### config.mk
export PLATFORM = sky130hd
export DESIGN_NAME = valve_pulse_sequencer
export DESIGN_NICKNAME = d
export VERILOG_FILES = /design/src/rtl/vps_pkg.sv /design/src/rtl/vps_cfg_regs.sv /design/src/rtl/vps_core.sv /design/src/rtl/valve_pulse_sequencer.sv
export VERILOG_INCLUDE_DIRS = /design/src /design/src/rtl
export SDC_FILE = /design/constraint.sdc
export NUM_CORES = 1
export LEC_CHECK = 0
export ABC_AREA = 1
export BUFFER_PORTS_ARGS = -buffer_cell sky130_fd_sc_hd__buf_2
export CORE_ASPECT_RATIO = 1.25
export CORE_MARGIN = 10
export CORE_UTILIZATION = 38
export CTS_CLUSTER_DIAMETER = 50
export DETAILED_ROUTE_END_ITERATION = 8
export PLACE_DENSITY = 0.65
export SETUP_SLACK_MARGIN = 0.2
export SYNTH_ARGS = -nofsm -noshare
export SYNTH_HDL_FRONTEND = slang
export SYNTH_SLANG_ARGS = --single-unit
### constraint.sdc
create_clock -name clock -period 14.1 [get_ports clock]
set_input_delay 2.82 -clock clock [delete_from_list [all_inputs] [get_ports clock]]
set_output_delay 2.82 -clock clock [all_outputs]
set_load 0.1 [all_outputs]
### src/rtl/assert_macros.svh
// Assertion helpers used by the top-level RTL file.
`ifndef ASSERT_MACROS_SVH
`define ASSERT_MACROS_SVH
`ifndef SYNTHESIS
`define ASSERT_SAME(label, clk, rst, ante, cons) \
   label: assert property (@(posedge clk) disable iff (rst) (ante) |-> (cons)) \
      else $error("assertion failed");
`define ASSERT_NEXT(label, clk, rst, ante, cons) \
   label: assert property (@(posedge clk) disable iff (rst) (ante) |=> (cons)) \
      else $error("assertion failed");
`else
`define ASSERT_SAME(label, clk, rst, ante, cons)
`define ASSERT_NEXT(label, clk, rst, ante, cons)
`endif
`endif

### src/rtl/vps_pkg.sv
package vps_pkg;

   typedef logic [2:0] kind_type;

   localparam kind_type KIND_TICK   = 3'd0;
   localparam kind_type KIND_OPEN   = 3'd1;
   localparam kind_type KIND_CLOSE  = 3'd2;
   localparam kind_type KIND_DETECT = 3'd3;
   localparam kind_type KIND_SAMPLE = 3'd4;

   typedef logic [1:0] csr_index_type;

   localparam csr_index_type CSR_OPEN_DELAY    = 2'd0;
   localparam csr_index_type CSR_ARM_DELAY     = 2'd1;
   localparam csr_index_type CSR_DARK_THRESH   = 2'd2;
   localparam csr_index_type CSR_TRIGGER_WIDTH = 2'd3;

   localparam logic [31:0] OPEN_DELAY_RESET    = 32'd0;
   localparam logic [31:0] ARM_DELAY_RESET     = 32'd10000;
   localparam logic [12:0] DARK_THRESH_RESET   = 13'd609;
   localparam logic [31:0] TRIGGER_WIDTH_RESET = 32'd10000;

   typedef struct packed {
      logic [31:0] open_delay_us;
      logic [31:0] arm_delay_us;
      logic [12:0] dark_threshold;
      logic [31:0] trigger_width_us;
   } cfg_type;

   // Request as held in the input register, duration already in microseconds.
   typedef struct packed {
      kind_type    kind;
      logic [31:0] duration_us;
      logic [11:0] sample;
   } req_type;

   typedef struct packed {
      logic valve_on;
      logic trigger_on;
      logic laser_on;
      logic waiting_open;
      logic droplet_hit;
   } result_type;

   localparam logic [31:0] MAX32 = 32'hFFFF_FFFF;

   function automatic logic [31:0] sat_inc(input logic [31:0] v);
      sat_inc = (v == MAX32) ? v : v + 32'd1;
   endfunction

   // 1000 = 1024 - 16 - 8; saturates at the top of the 32-bit range.
   function automatic logic [31:0] ms_to_us(input logic [22:0] ms);
      logic [32:0] wide;
      wide = ({10'd0, ms} << 10) - ({10'd0, ms} << 4) - ({10'd0, ms} << 3);
      ms_to_us = wide[32] ? MAX32 : wide[31:0];
   endfunction

endpackage

### src/rtl/vps_cfg_regs.sv
module vps_cfg_regs import vps_pkg::*; (
   input  logic          clock,
   input  logic          reset,
   input  logic          csr_we,
   input  csr_index_type csr_index,
   input  logic [31:0]   csr_wdata,
   output cfg_type       cfg
);

   cfg_type cfg_ff;
   cfg_type cfg_in;

   always_comb begin
      cfg_in = cfg_ff;
      if (csr_we) begin
         case (csr_index)
            CSR_OPEN_DELAY:    cfg_in.open_delay_us    = csr_wdata;
            CSR_ARM_DELAY:     cfg_in.arm_delay_us     = csr_wdata;
            CSR_DARK_THRESH:   cfg_in.dark_threshold   = csr_wdata[12:0];
            CSR_TRIGGER_WIDTH: cfg_in.trigger_width_us = csr_wdata;
            default:           cfg_in = cfg_ff;
         endcase
      end
   end

   always_ff @(posedge clock) begin
      if (reset) begin
         cfg_ff.open_delay_us    <= OPEN_DELAY_RESET;
         cfg_ff.arm_delay_us     <= ARM_DELAY_RESET;
         cfg_ff.dark_threshold   <= DARK_THRESH_RESET;
         cfg_ff.trigger_width_us <= TRIGGER_WIDTH_RESET;
      end else begin
         cfg_ff <= cfg_in;
      end
   end

   assign cfg = cfg_ff;

endmodule

### src/rtl/vps_core.sv
module vps_core import vps_pkg::*; (
   input  logic       clock,
   input  logic       reset,
   input  logic       fire,
   input  req_type    req,
   input  cfg_type    cfg,
   output result_type res
);

   logic        valve_ff, valve_in;
   logic        trig_ff, trig_in;
   logic        detect_ff, detect_in;
   logic        drop_pend_ff, drop_pend_in;
   logic        cmd_pend_ff, cmd_pend_in;
   logic [31:0] open_time_ff, open_time_in;
   logic [31:0] since_open_ff, since_open_in;
   logic [31:0] since_laser_ff, since_laser_in;
   logic [31:0] since_drop_ff, since_drop_in;
   logic [31:0] since_cmd_ff, since_cmd_in;
   logic        hit;

   // Checks run in a fixed order: trigger end, valve close, droplet check,
   // opening after a droplet, opening after a command, then the command itself.
   always_comb begin
      logic tick;
      tick = (req.kind == KIND_TICK);

      since_open_in  = tick ? sat_inc(since_open_ff)  : since_open_ff;
      since_laser_in = tick ? sat_inc(since_laser_ff) : since_laser_ff;
      since_drop_in  = tick ? sat_inc(since_drop_ff)  : since_drop_ff;
      since_cmd_in   = tick ? sat_inc(since_cmd_ff)   : since_cmd_ff;
      valve_in       = valve_ff;
      trig_in        = trig_ff;
      detect_in      = detect_ff;
      drop_pend_in   = drop_pend_ff;
      cmd_pend_in    = cmd_pend_ff;
      open_time_in   = open_time_ff;
      hit            = 1'b0;

      if (trig_ff && since_open_in >= cfg.trigger_width_us) begin
         trig_in = 1'b0;
      end

      // A zero open time keeps the valve open until a close command.
      if (valve_ff && open_time_ff != 32'd0 && since_open_in >= open_time_ff) begin
         valve_in  = 1'b0;
         detect_in = 1'b0;
      end

      if (req.kind == KIND_SAMPLE && detect_in && since_laser_in >= cfg.arm_delay_us &&
          {1'b0, req.sample} < cfg.dark_threshold) begin
         detect_in     = 1'b0;
         drop_pend_in  = 1'b1;
         since_drop_in = 32'd0;
         hit           = 1'b1;
      end

      if (drop_pend_in && !valve_in && since_drop_in >= cfg.open_delay_us) begin
         valve_in      = 1'b1;
         trig_in       = 1'b1;
         since_open_in = 32'd0;
         drop_pend_in  = 1'b0;
      end

      if (cmd_pend_ff && !valve_in && since_cmd_in >= cfg.open_delay_us) begin
         valve_in      = 1'b1;
         trig_in       = 1'b1;
         since_open_in = 32'd0;
         cmd_pend_in   = 1'b0;
      end

      case (req.kind)
         KIND_OPEN: begin
            open_time_in = req.duration_us;
            cmd_pend_in  = 1'b1;
            since_cmd_in = 32'd0;
         end
         KIND_CLOSE: begin
            valve_in  = 1'b0;
            detect_in = 1'b0;
         end
         KIND_DETECT: begin
            open_time_in   = req.duration_us;
            detect_in      = 1'b1;
            drop_pend_in   = 1'b0;
            since_laser_in = 32'd0;
         end
         default: begin
         end
      endcase
   end

   always_ff @(posedge clock) begin
      if (reset) begin
         valve_ff       <= 1'b0;
         trig_ff        <= 1'b0;
         detect_ff      <= 1'b0;
         drop_pend_ff   <= 1'b0;
         cmd_pend_ff    <= 1'b0;
         open_time_ff   <= 32'd0;
         since_open_ff  <= 32'd0;
         since_laser_ff <= 32'd0;
         since_drop_ff  <= 32'd0;
         since_cmd_ff   <= 32'd0;
      end else if (fire) begin
         valve_ff       <= valve_in;
         trig_ff        <= trig_in;
         detect_ff      <= detect_in;
         drop_pend_ff   <= drop_pend_in;
         cmd_pend_ff    <= cmd_pend_in;
         open_time_ff   <= open_time_in;
         since_open_ff  <= since_open_in;
         since_laser_ff <= since_laser_in;
         since_drop_ff  <= since_drop_in;
         since_cmd_ff   <= since_cmd_in;
      end
   end

   assign res.valve_on     = valve_in;
   assign res.trigger_on   = trig_in;
   assign res.laser_on     = detect_in;
   assign res.waiting_open = cmd_pend_in | drop_pend_in;
   assign res.droplet_hit  = hit;

endmodule

### src/rtl/valve_pulse_sequencer.sv
// An accepted request waits in the input register and moves to the response register
// once that register is free or draining. Throughput: one request per cycle while the
// response is not stalled; the timer and valve state update in one pass.
// A stalled response holds the input off only once both registers are full.
// Reset (synchronous, active high) clears all timing state and both valid flags
// and loads the configuration registers with their default values.
`include "assert_macros.svh"
module valve_pulse_sequencer import vps_pkg::*; (
   input  logic          clock,
   input  logic          reset,
   input  logic          req_valid,
   output logic          req_stall,
   input  logic [2:0]    req_kind,
   input  logic [22:0]   req_duration_ms,
   input  logic [11:0]   req_sample,
   output logic          rsp_valid,
   input  logic          rsp_stall,
   output logic          rsp_valve_on,
   output logic          rsp_trigger_on,
   output logic          rsp_laser_on,
   output logic          rsp_waiting_open,
   output logic          rsp_droplet_hit,
   input  logic          csr_we,
   input  csr_index_type csr_index,
   input  logic [31:0]   csr_wdata
);

   cfg_type    cfg;
   req_type    in_ff, in_in;
   logic       in_valid_ff, in_valid_in;
   result_type rsp_ff, res;
   logic       rsp_valid_ff, rsp_valid_in;
   logic       fire;
   logic       req_accept;

   vps_cfg_regs u_cfg (
      .clock     (clock),
      .reset     (reset),
      .csr_we    (csr_we),
      .csr_index (csr_index),
      .csr_wdata (csr_wdata),
      .cfg       (cfg)
   );

   vps_core u_core (
      .clock (clock),
      .reset (reset),
      .fire  (fire),
      .req   (in_ff),
      .cfg   (cfg),
      .res   (res)
   );

   // The held request moves on whenever the response register is free or draining.
   assign fire       = in_valid_ff & (~rsp_valid_ff | ~rsp_stall);
   assign req_stall  = in_valid_ff & ~fire;
   assign req_accept = req_valid & ~req_stall;

   always_comb begin
      in_in.kind        = req_kind;
      in_in.duration_us = ms_to_us(req_duration_ms);
      in_in.sample      = req_sample;
      in_valid_in       = req_accept | (in_valid_ff & ~fire);
      rsp_valid_in      = fire | (rsp_valid_ff & rsp_stall);
   end

   always_ff @(posedge clock) begin
      if (reset) begin
         in_valid_ff  <= 1'b0;
         rsp_valid_ff <= 1'b0;
      end else begin
         in_valid_ff  <= in_valid_in;
         rsp_valid_ff <= rsp_valid_in;
      end
   end

   always_ff @(posedge clock) begin
      if (req_accept) begin
         in_ff <= in_in;
      end
      if (fire) begin
         rsp_ff <= res;
      end
   end

   assign rsp_valid        = rsp_valid_ff;
   assign rsp_valve_on     = rsp_ff.valve_on;
   assign rsp_trigger_on   = rsp_ff.trigger_on;
   assign rsp_laser_on     = rsp_ff.laser_on;
   assign rsp_waiting_open = rsp_ff.waiting_open;
   assign rsp_droplet_hit  = rsp_ff.droplet_hit;

   `ASSERT_SAME(a_hit_laser_off, clock, reset, rsp_valid_ff && rsp_ff.droplet_hit, !rsp_ff.laser_on)
   `ASSERT_NEXT(a_accept_held, clock, reset, req_accept, in_valid_ff)
   `ASSERT_NEXT(a_blocked_kept, clock, reset, in_valid_ff && !fire, in_valid_ff && rsp_valid_ff)

endmodule
==> flow_summary.toml, run 1 <==
[run_status]
status = "finished clean"

[clocking]
postCtsSetupBuffers = 0
cts_hold_buf = 0
cts_tree = "done"
clkTransAtPathRegs_ps = 60
cts.repair.resized = 0
cts_buffers = 42
clk_path_buf_depth = 3
clock_sinks = 324
cts-root-buf = "clkbuf_16"
h-tree-depth = 2
clock_latency_ps = 590

[place]
port-buffer-count = 83
routabilityCongestion = 0.946
dp_hpwl_um = 48500
pre_cts_ws_ps = 6830

[critical_path]
cp_slowest_stage_delay_ps = 850
cp_slowest_cell = "nor3_4"
timing_worst_setup_path_type = "reg2reg"
cpMostUsedCell = "nand2_1"
cp_data_required_time_ps = 14560
critical_path.endpoint_type = "flop"
crit_path_start_kind = "flop"
crit_fanout = 61
worst_ep_arrival_time_ps = 7840

[synthesis]
seq_area_frac_synth = 0.310
synth_fa_ha_area_frac = 0.131
avgSynthCellArea_um2 = 7.06
ys_types = 58
synth_compound_area_frac = 0.167
yosys_warnings = 0
synthesis.area_um2 = 22600
synth_xor_area_frac = 0.0501
synth_edf_count = 50
yosys.area_share.simple = 0.233
ys_seq_elements = 324
yosysTopAreaCellShare = 0.243
yosysTopAreaCell = "dfxtp_1"
netlist_instances = 3196
synth_ff_type = "dfxtp_1"
synth_fp_nets = 3500
postSynth.asyncResetShare = 0
synth_area_leaders = "dfxtp_1, ha_1, nand2_1"
synth_top_cells_by_count = "nand2_1, inv_1, a21oi_1"
synth_most_common_cell = "nand2_1"
synth_top_family_by_area = "simple AND/OR/NAND/NOR gates"
synth.area.mux_share = 0

[routing]
drt_first_iter_violations = 1489
via_per_inst = 5.16
routed_wl_um = 62900
first_pass_iters = 6
remaining_drc_errors = 0
routedWlPerCell_um = 15.7
vias = 20700
ant_nets = 0

[sta]
finalCritPeriodShare = 0.523
setup_viol = 0
max_freq_mhz = 136
fin_ws_ps = 6720
finalSetupTns_ps = 0
slew_viol_final = 0
finalHoldViolCount = 0
rsz0062_at_grt = "no"
fin_skew_ps = 33.8
relSlewSlack = 0.316
tightest_slew_ps = 1020
min_period_ps = 7380
hold_ws_ps = 459

[floorplanning]
die_h_um = 292
rows = 99
die_width_um = 238
coreArea_um2 = 58600
ios = 84
start_util = 0.385
die_area_um2 = 69600

[global_routing]
grt_use_total = 0.177
antenna_found_initial = 2
grt_pass1_wl_um = 102000
grt_max_degree = 102
grt-ovfl-total = 0
grt_pass1_vias = 19900

[job]
max_cap_violations = 0

[power]
power.leakage_nw = 10.8
peakVddDrop_mv = 0.0793
p_per_area_nw_per_um2 = 105

[finish]
nets = 3517
antenna-diode-count = 0
drive_gt1_frac = 0.0804
syn_to_final_growth_pct = 10.4
fillCellCount = 6101

[min_path]
hold_path_class = "reg2reg"
[power by group]
part,internal [mW],total (mW),switching (mW)
clock,0.640,1.10,0.460
combinational,0.164,0.488,0.325
sequential,0.989,1.01,0.0252
total,1.79,2.60,0.809
[placed cells by master, fill, tap and decap left out, drive strengths merged, types with 3 or more instances in the layout]
master    count
a21boi        3
a21o          6
a21oi       404
a221oi        3
buf          94
bufinv        3
clkbuf       49
clkinv       15
clkinvlp      3
dfxtp       274
edfxtp       50
fa           16
ha          211
inv         509
nand2       614
nand3       172
nand4        58
nor2        182
nor3         82
nor4         35
o211ai       21
o21a          9
o21ai       275
or2          17
xnor2        43
xor2         86
[cell families (layout without fill, tap and decap cells)]
kind of cell | Yosys count | in the layout
simple gates | 1167 | 1167
xor+xnor | 129 | 129
buf+inv | 622 | 673
flops | 324 | 324
fa+ha+maj | 227 | 227
compound gates | 727 | 727
[worst max-delay path, delay by kind of cell (launching register included)]
family,cells,cell delay [ps]
adder cells (fa/ha/maj),2,540
AO/OA/AOI/OAI,4,750
buffers and inverters,6,1440
AND/OR/NAND/NOR,18,3970
flip-flops,1,470
[flip-flops by register name, summed over array words and instances, names as in the netlist, 30 cells and up]
name                   cells
in_ff                     45
u_cfg.cfg                109
u_core.open_time_ff       30
u_core.since_cmd_ff       32
u_core.since_drop_ff      32
u_core.since_laser_ff     32
u_core.since_open_ff      32
[final cells by class]
class                           instances  area [um^2]  area share
Timing Repair Buffer                   94          500      0.0201
Sequential cell                       324         6990       0.281
Inverter                              501         1890      0.0758
Tap cell                              757          947      0.0380
Clock buffer                           49         1120      0.0449
Clock inverter                         29          320      0.0129
Multi-Input combinational cell       2250        13100       0.528
[stage by stage]
step	std cells	util	power (mW)	cell area, um^2
2_1_floorplan	3196	-	1.39	22600
3_3_place_gp	3926	0.400	1.52	23500
3_5_place_dp	3926	0.400	1.52	23500
4_1_cts	4004	0.425	2.62	24900
5_1_grt	4004	0.425	2.73	24900
6_report	4004	0.425	2.60	24900
[layer usage]
layer	vias to the layer above	share of wire	track usage
met4	2	0.037	0.0682
met3	137	0.050	0.0275
met2	490	0.47	0.307
met1	9437	0.44	0.216
li1	10600	-	-
met5	-	0.00021	0
[path summary, 6_finish.rpt]
path,start,endpoint,slack [ps],cells after the start
worst min register to register,u_cfg.cfg[46]$_SDFFE_PP0P_,u_cfg.cfg[46]$_SDFFE_PP0P_,460,2
worst max register to register,in_ff[45]$_DFFE_PP_,u_core.trig_ff$_SDFFE_PP0P_,6720,30
worst min-delay path,u_cfg.cfg[46]$_SDFFE_PP0P_,u_cfg.cfg[46]$_SDFFE_PP0P_,460,2
worst max-delay path,in_ff[45]$_DFFE_PP_,u_core.trig_ff$_SDFFE_PP0P_,6720,30
No activity file was read; power rests on OpenSTA's default activity.
==> inputs of run 2 (changes only) <==
--- a/config.mk
+++ b/config.mk
@@ -6,7 +6,7 @@
 export SDC_FILE = /design/constraint.sdc
 export NUM_CORES = 1
 export LEC_CHECK = 0
-export ABC_AREA = 1
+export ABC_AREA = 0
 export BUFFER_PORTS_ARGS = -buffer_cell sky130_fd_sc_hd__buf_2
 export CORE_ASPECT_RATIO = 1.25
 export CORE_MARGIN = 10
==> constraint.sdc (replaced) <==
create_clock -name clock -period 7.5 [get_ports clock]
set_input_delay 1.5 -clock clock [delete_from_list [all_inputs] [get_ports clock]]
set_output_delay 1.5 -clock clock [all_outputs]
set_load 0.1 [all_outputs]
==> flow_summary.toml, run 2 <==
[routing]
routedWlPerCell_um = 17.5
routed_wl_um = 59700
via_per_inst = 5.42
drt_first_iter_violations = 961
first_pass_iters = 5
vias = 18400
remaining_drc_errors = 0
ant_nets = 0

[critical_path]
cp_slowest_stage_delay_ps = 370
r2r_setup_slack_ps = 610
crit_path_start_kind = "flop"
cp_data_required_time_ps = 7980
critical_path.endpoint_type = "flop"
rr_endpoint = "u_core.since_open_ff[23]$_SDFFE_PP0P_"
crit_fanout = 27
worst_ep_arrival_time_ps = 7370
r2r_cells = 32
worstReg2RegStart = "u_core.since_open_ff[24]$_SDFFE_PP0P_"
cp_slowest_cell = "dfxtp_1"
timing_worst_setup_path_type = "reg2reg"

[synthesis]
netlist_instances = 2594
synth_most_common_cell = "nand2_1"
yosys_warnings = 0
synth_edf_count = 50
avgSynthCellArea_um2 = 7.95
ys_types = 67
synth_ff_type = "dfxtp_1"
synth_top_cells_by_count = "nand2_1, dfxtp_1, a21oi_1"
synthesis.area_um2 = 20600
postSynth.asyncResetShare = 0
yosysTopAreaCell = "dfxtp_1"
synth_area_leaders = "dfxtp_1, ha_1, nand2_1"
ys_seq_elements = 324
seq_area_frac_synth = 0.339
synth_fp_nets = 2898
yosysTopAreaCellShare = 0.266

[finish]
fin_cells = 3401
post-route-util = 0.433
drive_gt1_frac = 0.0830
syn_to_final_growth_pct = 12.9
final_common_cell = "nand2_1"
nets = 2948
largest_reg_flops = 109
final_cell_mix = "nand2_1, dfxtp_1, a21oi_1, ha_1, inv_1"
antenna-diode-count = 0

[sta]
setup_viol = 0
hold_ws_ps = 454
fin_skew_ps = 13.1
finalCritPeriodShare = 0.918
slew_viol_final = 0
relSlewSlack = 0.150
tightest_slew_ps = 1270
finalHoldViolCount = 0
finalSetupTns_ps = 0
rsz0062_at_grt = "no"
min_period_ps = 6890
fin_ws_ps = 612
max_freq_mhz = 145

[place]
port-buffer-count = 83
routabilityCongestion = 0.895
dp_cells = 3322
pre_cts_ws_ps = 94.9
dp_hpwl_um = 45600

[power]
power.leakage_nw = 9.49
peakVddDrop_mv = 0.141
p_per_area_nw_per_um2 = 190

[clocking]
cts_tree = "done"
clk_path_buf_depth = 3
clkTransAtPathRegs_ps = 60
clock_latency_ps = 560
cts_buffers = 38
cts-root-buf = "clkbuf_16"
h-tree-depth = 2
clock_sinks = 324

[min_path]
hold_path_class = "reg2reg"
hold_path_depth = 2
hp-start = "u_cfg.cfg[16]$_SDFFE_PP0P_"
hold_end = "u_cfg.cfg[16]$_SDFFE_PP0P_"

[run_status]
status = "finished clean"

[floorplanning]
die_width_um = 228
die_area_um2 = 64000
coreArea_um2 = 53700
ios = 84
rows = 95
start_util = 0.384
die_h_um = 280

[job]
max_cap_violations = 0

[global_routing]
grt_use_total = 0.179
grt_pass1_vias = 18000
top_usage_layer = "met2"
globalRouteMet1Util = 0.195
use_met3 = 0.0205
globalRouteMet2Util = 0.335
antenna_found_initial = 1
grt-ovfl-total = 0
grt_max_degree = 89
grt_pass1_wl_um = 93300
-- run 2: changes by cell type after synthesis, sizes merged, moves of 27 or more --
cell / delta
inv: -316
o21ai: -152
a21oi: -149
nand2: -133
nand3: -116
xnor2: +47
a21o: +41
and3: +41
a22o: +27
-- run 2: repair_timing --
item / 4_1_cts / 5_1_grt
setup buffers: 0 / 8
endpoints found under the setup margin: 33 / 39
hold buffers: 0 / 0
pin swaps: 0 / 6
gates resized for setup: 4 / 21
gates cloned: 0 / 1
endpoints found under the hold margin: 0 / 0
-- run 2: worst max path at each step --
| stage | to | startpoint |
|---|---|---|
| final | u_core.since_open_ff[23]$_SDFFE_PP0P_ | u_core.since_open_ff[24]$_SDFFE_PP0P_ |
| after global routing | u_core.since_open_ff[23]$_SDFFE_PP0P_ | u_core.since_laser_ff[6]$_SDFFE_PP0P_ |
| after CTS | u_core.since_open_ff[23]$_SDFFE_PP0P_ | u_core.since_open_ff[6]$_SDFFE_PP0P_ |
| after detailed placement | u_core.since_open_ff[25]$_SDFFE_PP0P_ | u_core.since_open_ff[25]$_SDFFE_PP0P_ |
| after global placement | u_core.since_open_ff[25]$_SDFFE_PP0P_ | u_core.since_open_ff[25]$_SDFFE_PP0P_ |
| after floorplan | u_core.since_open_ff[15]$_SDFFE_PP0P_ | in_ff[45]$_DFFE_PP_ |
-- run 2: worst max-delay path: cells and delay by family, from the launching register on --
| family | cells | cell delay, ps |
|---|---|---|
| buffers and inverters | 3 | 610 |
| xor gates and xnor gates | 1 | 260 |
| adders and majority gates | 2 | 590 |
| AOI/OAI and AO/OA | 12 | 2200 |
| and+or+nand+nor | 14 | 2760 |
| DFF | 1 | 370 |
-- run 2: metal layers --
layer / vias up / wire [um] / share of wire
met2: 495 / 30200 / 0.51
met4: 0 / 3050 / 0.051
met5: - / 0 / 0
met3: 151 / 2530 / 0.042
li1: 9125 / - / -
met1: 8675 / 23900 / 0.40
-- run 2: cells by family after synthesis --
logic type,Yosys count,synth area share
muxes,3,0.00158
and+or+nand+nor,1008,0.223
buffers and inverters,292,0.0552
DFF,324,0.339
AOI/OAI and AO/OA,585,0.172
xor gates and xnor gates,155,0.0658
adders and majority gates,227,0.144
-- run 2: area by class of cell --
cell class | instances | area [um^2]
inverters | 184 | 691
repair buffers | 118 | 714
multi-input cells | 1978 | 12600
clock inverters | 20 | 241
well taps | 727 | 910
clock buffers | 50 | 1090
fillers | 5381 | 30400
flip-flops and latches | 324 | 6990
-- run 2: where the power goes --
| part | internal [mW] | switching, mW |
|---|---|---|
| Combinational | 0.217 | 0.370 |
| Sequential | 1.83 | 0.0244 |
| Clock | 1.18 | 0.797 |
| Total | 3.23 | 1.19 |
-- run 2: metrics by stage --
step	area (um^2)	total power, mW
after CTS	23100	4.46
after global routing	23300	4.60
after global placement	21700	2.47
after floorplan	20600	2.31
final	23300	4.42
after detailed placement	21700	2.48
==> inputs of run 3 (changes only) <==
--- a/config.mk
+++ b/config.mk
@@ -14,6 +14,7 @@
 export CTS_CLUSTER_DIAMETER = 50
 export DETAILED_ROUTE_END_ITERATION = 8
 export PLACE_DENSITY = 0.65
+export RECOVER_POWER = 50
 export SETUP_SLACK_MARGIN = 0.2
 export SYNTH_ARGS = -nofsm -noshare
 export SYNTH_HDL_FRONTEND = slang
==> flow_summary.toml, run 3 (synthesis results as in run 2) <==
[run_status]
status = "complete, but fails checks"
violations = "capacitance limit, slew limit"

[finish]
fin_area_um2 = 23200
nets = 2948
syn_to_final_growth_pct = 12.7
fin_cells = 3401
final_cell_mix = "nand2_1, dfxtp_1, a21oi_1, ha_1, inv_1"
antenna-diode-count = 0
post-route-util = 0.433
final_common_cell = "nand2_1"
fillCellCount = 5394
largest_reg_flops = 109
drive_gt1_frac = 0.0763

[critical_path]
critical_path.endpoint_type = "flop"
crit_family = "simple AND/OR/NAND/NOR gates"
r2r_setup_slack_ps = 560
crit_cells = 30
crit_path_start_kind = "flop"
cp_slowest_cell = "dfxtp_1"
worst-path-buf-inv = 2
rr_endpoint = "u_core.since_open_ff[27]$_SDFFE_PP0P_"
worst_ep_arrival_time_ps = 7200
worstReg2RegStart = "u_core.since_open_ff[7]$_SDFFE_PP0P_"
crit_fanout = 27
cp_data_required_time_ps = 7760
cp_slowest_stage_delay_ps = 430
r2r_cells = 30
timing_worst_setup_path_type = "reg2reg"

[sta]
slew_viol_final = 298
fin_skew_ps = 17.7
setup_viol = 0
finalHoldViolCount = 0
finalCritPeriodShare = 0.925
relSlewSlack = -1.73
max_freq_mhz = 144
min_period_ps = 6940
tightest_slew_ps = 4090
hold_ws_ps = 454
rsz0062_at_grt = "no"
finalSetupTns_ps = 0
fin_ws_ps = 561

[power]
seqPwrFrac = 0.420
peakVddDrop_mv = 0.141
p_int_mw = 3.23
power.total_mw = 4.42
p_sw_mw = 1.19
switching_share = 0.269
power.leakage_nw = 9.43
p_per_area_nw_per_um2 = 190
pwr-share-clk = 0.447
combPwrFrac = 0.133

[floorplanning]
ios = 84
die_area_um2 = 64000
rows = 95
die_width_um = 228
start_util = 0.384
coreArea_um2 = 53700
die_h_um = 280

[global_routing]
antenna_found_initial = 1
grt_pass1_wl_um = 93300
grt_pass1_vias = 18000
grt_use_total = 0.179
grt_max_degree = 89
grt-ovfl-total = 0

[routing]
via_per_inst = 5.41
routedWlPerCell_um = 17.5
first_pass_iters = 8
ant_nets = 0
routed_wl_um = 59600
vias = 18400
remaining_drc_errors = 0
drt_first_iter_violations = 938

[min_path]
hp-start = "u_cfg.cfg[16]$_SDFFE_PP0P_"
hold_end = "u_cfg.cfg[16]$_SDFFE_PP0P_"
hold_path_class = "reg2reg"
hold_path_depth = 2

[clocking]
clk_path_buf_depth = 3
clkTransAtPathRegs_ps = 60
clock_sinks = 324
cts_buffers = 38
cts_hold_buf = 0
cts_tree = "done"
h-tree-depth = 2
cts-root-buf = "clkbuf_16"
clock_latency_ps = 560

[place]
port-buffer-count = 83
routabilityCongestion = 0.895
place_area_um2 = 21700
pre_cts_ws_ps = 94.9
dp_hpwl_um = 45600
dp_cells = 3322

[job]
max_cap_violations = 6
run 3: power groups by stage:
| stage | registers (mW) | logic (mW) | clock network [mW] |
|---|---|---|---|
| 3_3_place_gp | 1.89 | 0.576 | 0 |
| 6_report | 1.86 | 0.586 | 1.97 |
| 4_1_cts | 1.85 | 0.588 | 2.02 |
| 2_1_floorplan | 1.90 | 0.413 | 0 |
| 3_5_place_dp | 1.89 | 0.585 | 0 |
| 5_1_grt | 1.86 | 0.659 | 2.08 |
run 3: how the worst max path moves through the flow:
stage	startpoint	to
after floorplan	in_ff[45]$_DFFE_PP_	u_core.since_open_ff[15]$_SDFFE_PP0P_
after global placement	u_core.since_open_ff[25]$_SDFFE_PP0P_	u_core.since_open_ff[25]$_SDFFE_PP0P_
after detailed placement	u_core.since_open_ff[25]$_SDFFE_PP0P_	u_core.since_open_ff[25]$_SDFFE_PP0P_
after CTS	u_core.since_open_ff[6]$_SDFFE_PP0P_	u_core.since_open_ff[23]$_SDFFE_PP0P_
after global routing	u_core.since_laser_ff[6]$_SDFFE_PP0P_	u_core.since_open_ff[27]$_SDFFE_PP0P_
final	u_core.since_open_ff[7]$_SDFFE_PP0P_	u_core.since_open_ff[27]$_SDFFE_PP0P_
run 3: per-layer routing:
metal / track usage / wire length (um) / vias to the layer above
met5: 0 / 0 / -
met4: 0.0989 / 2970 / 0
met3: 0.0205 / 2280 / 148
met2: 0.335 / 30200 / 434
met1: 0.195 / 24100 / 8688
li1: - / - / 9124
run 3: cell type report:
class	instances	area (um^2)	share of cell area
Clock inverter	20	241	0.0104
Tap cell	727	910	0.0391
Timing Repair Buffer	118	676	0.0291
Inverter	184	691	0.0297
Sequential cell	324	6990	0.301
Multi-Input combinational cell	1978	12600	0.544
Clock buffer	50	1090	0.0469
run 3: tightest hold or removal path, cell delays in order (launching register included):
cell	delay [ps]
dfxtp_1	310
nand2_1	50
a21oi_1	50
run 3: what timing repair did:
item                       4_1_cts  5_1_grt
gates cloned                     0        1
setup endpoints to repair       33       39
pin swaps                        0        6
setup buffers                    0        8
resized for setup                4       21
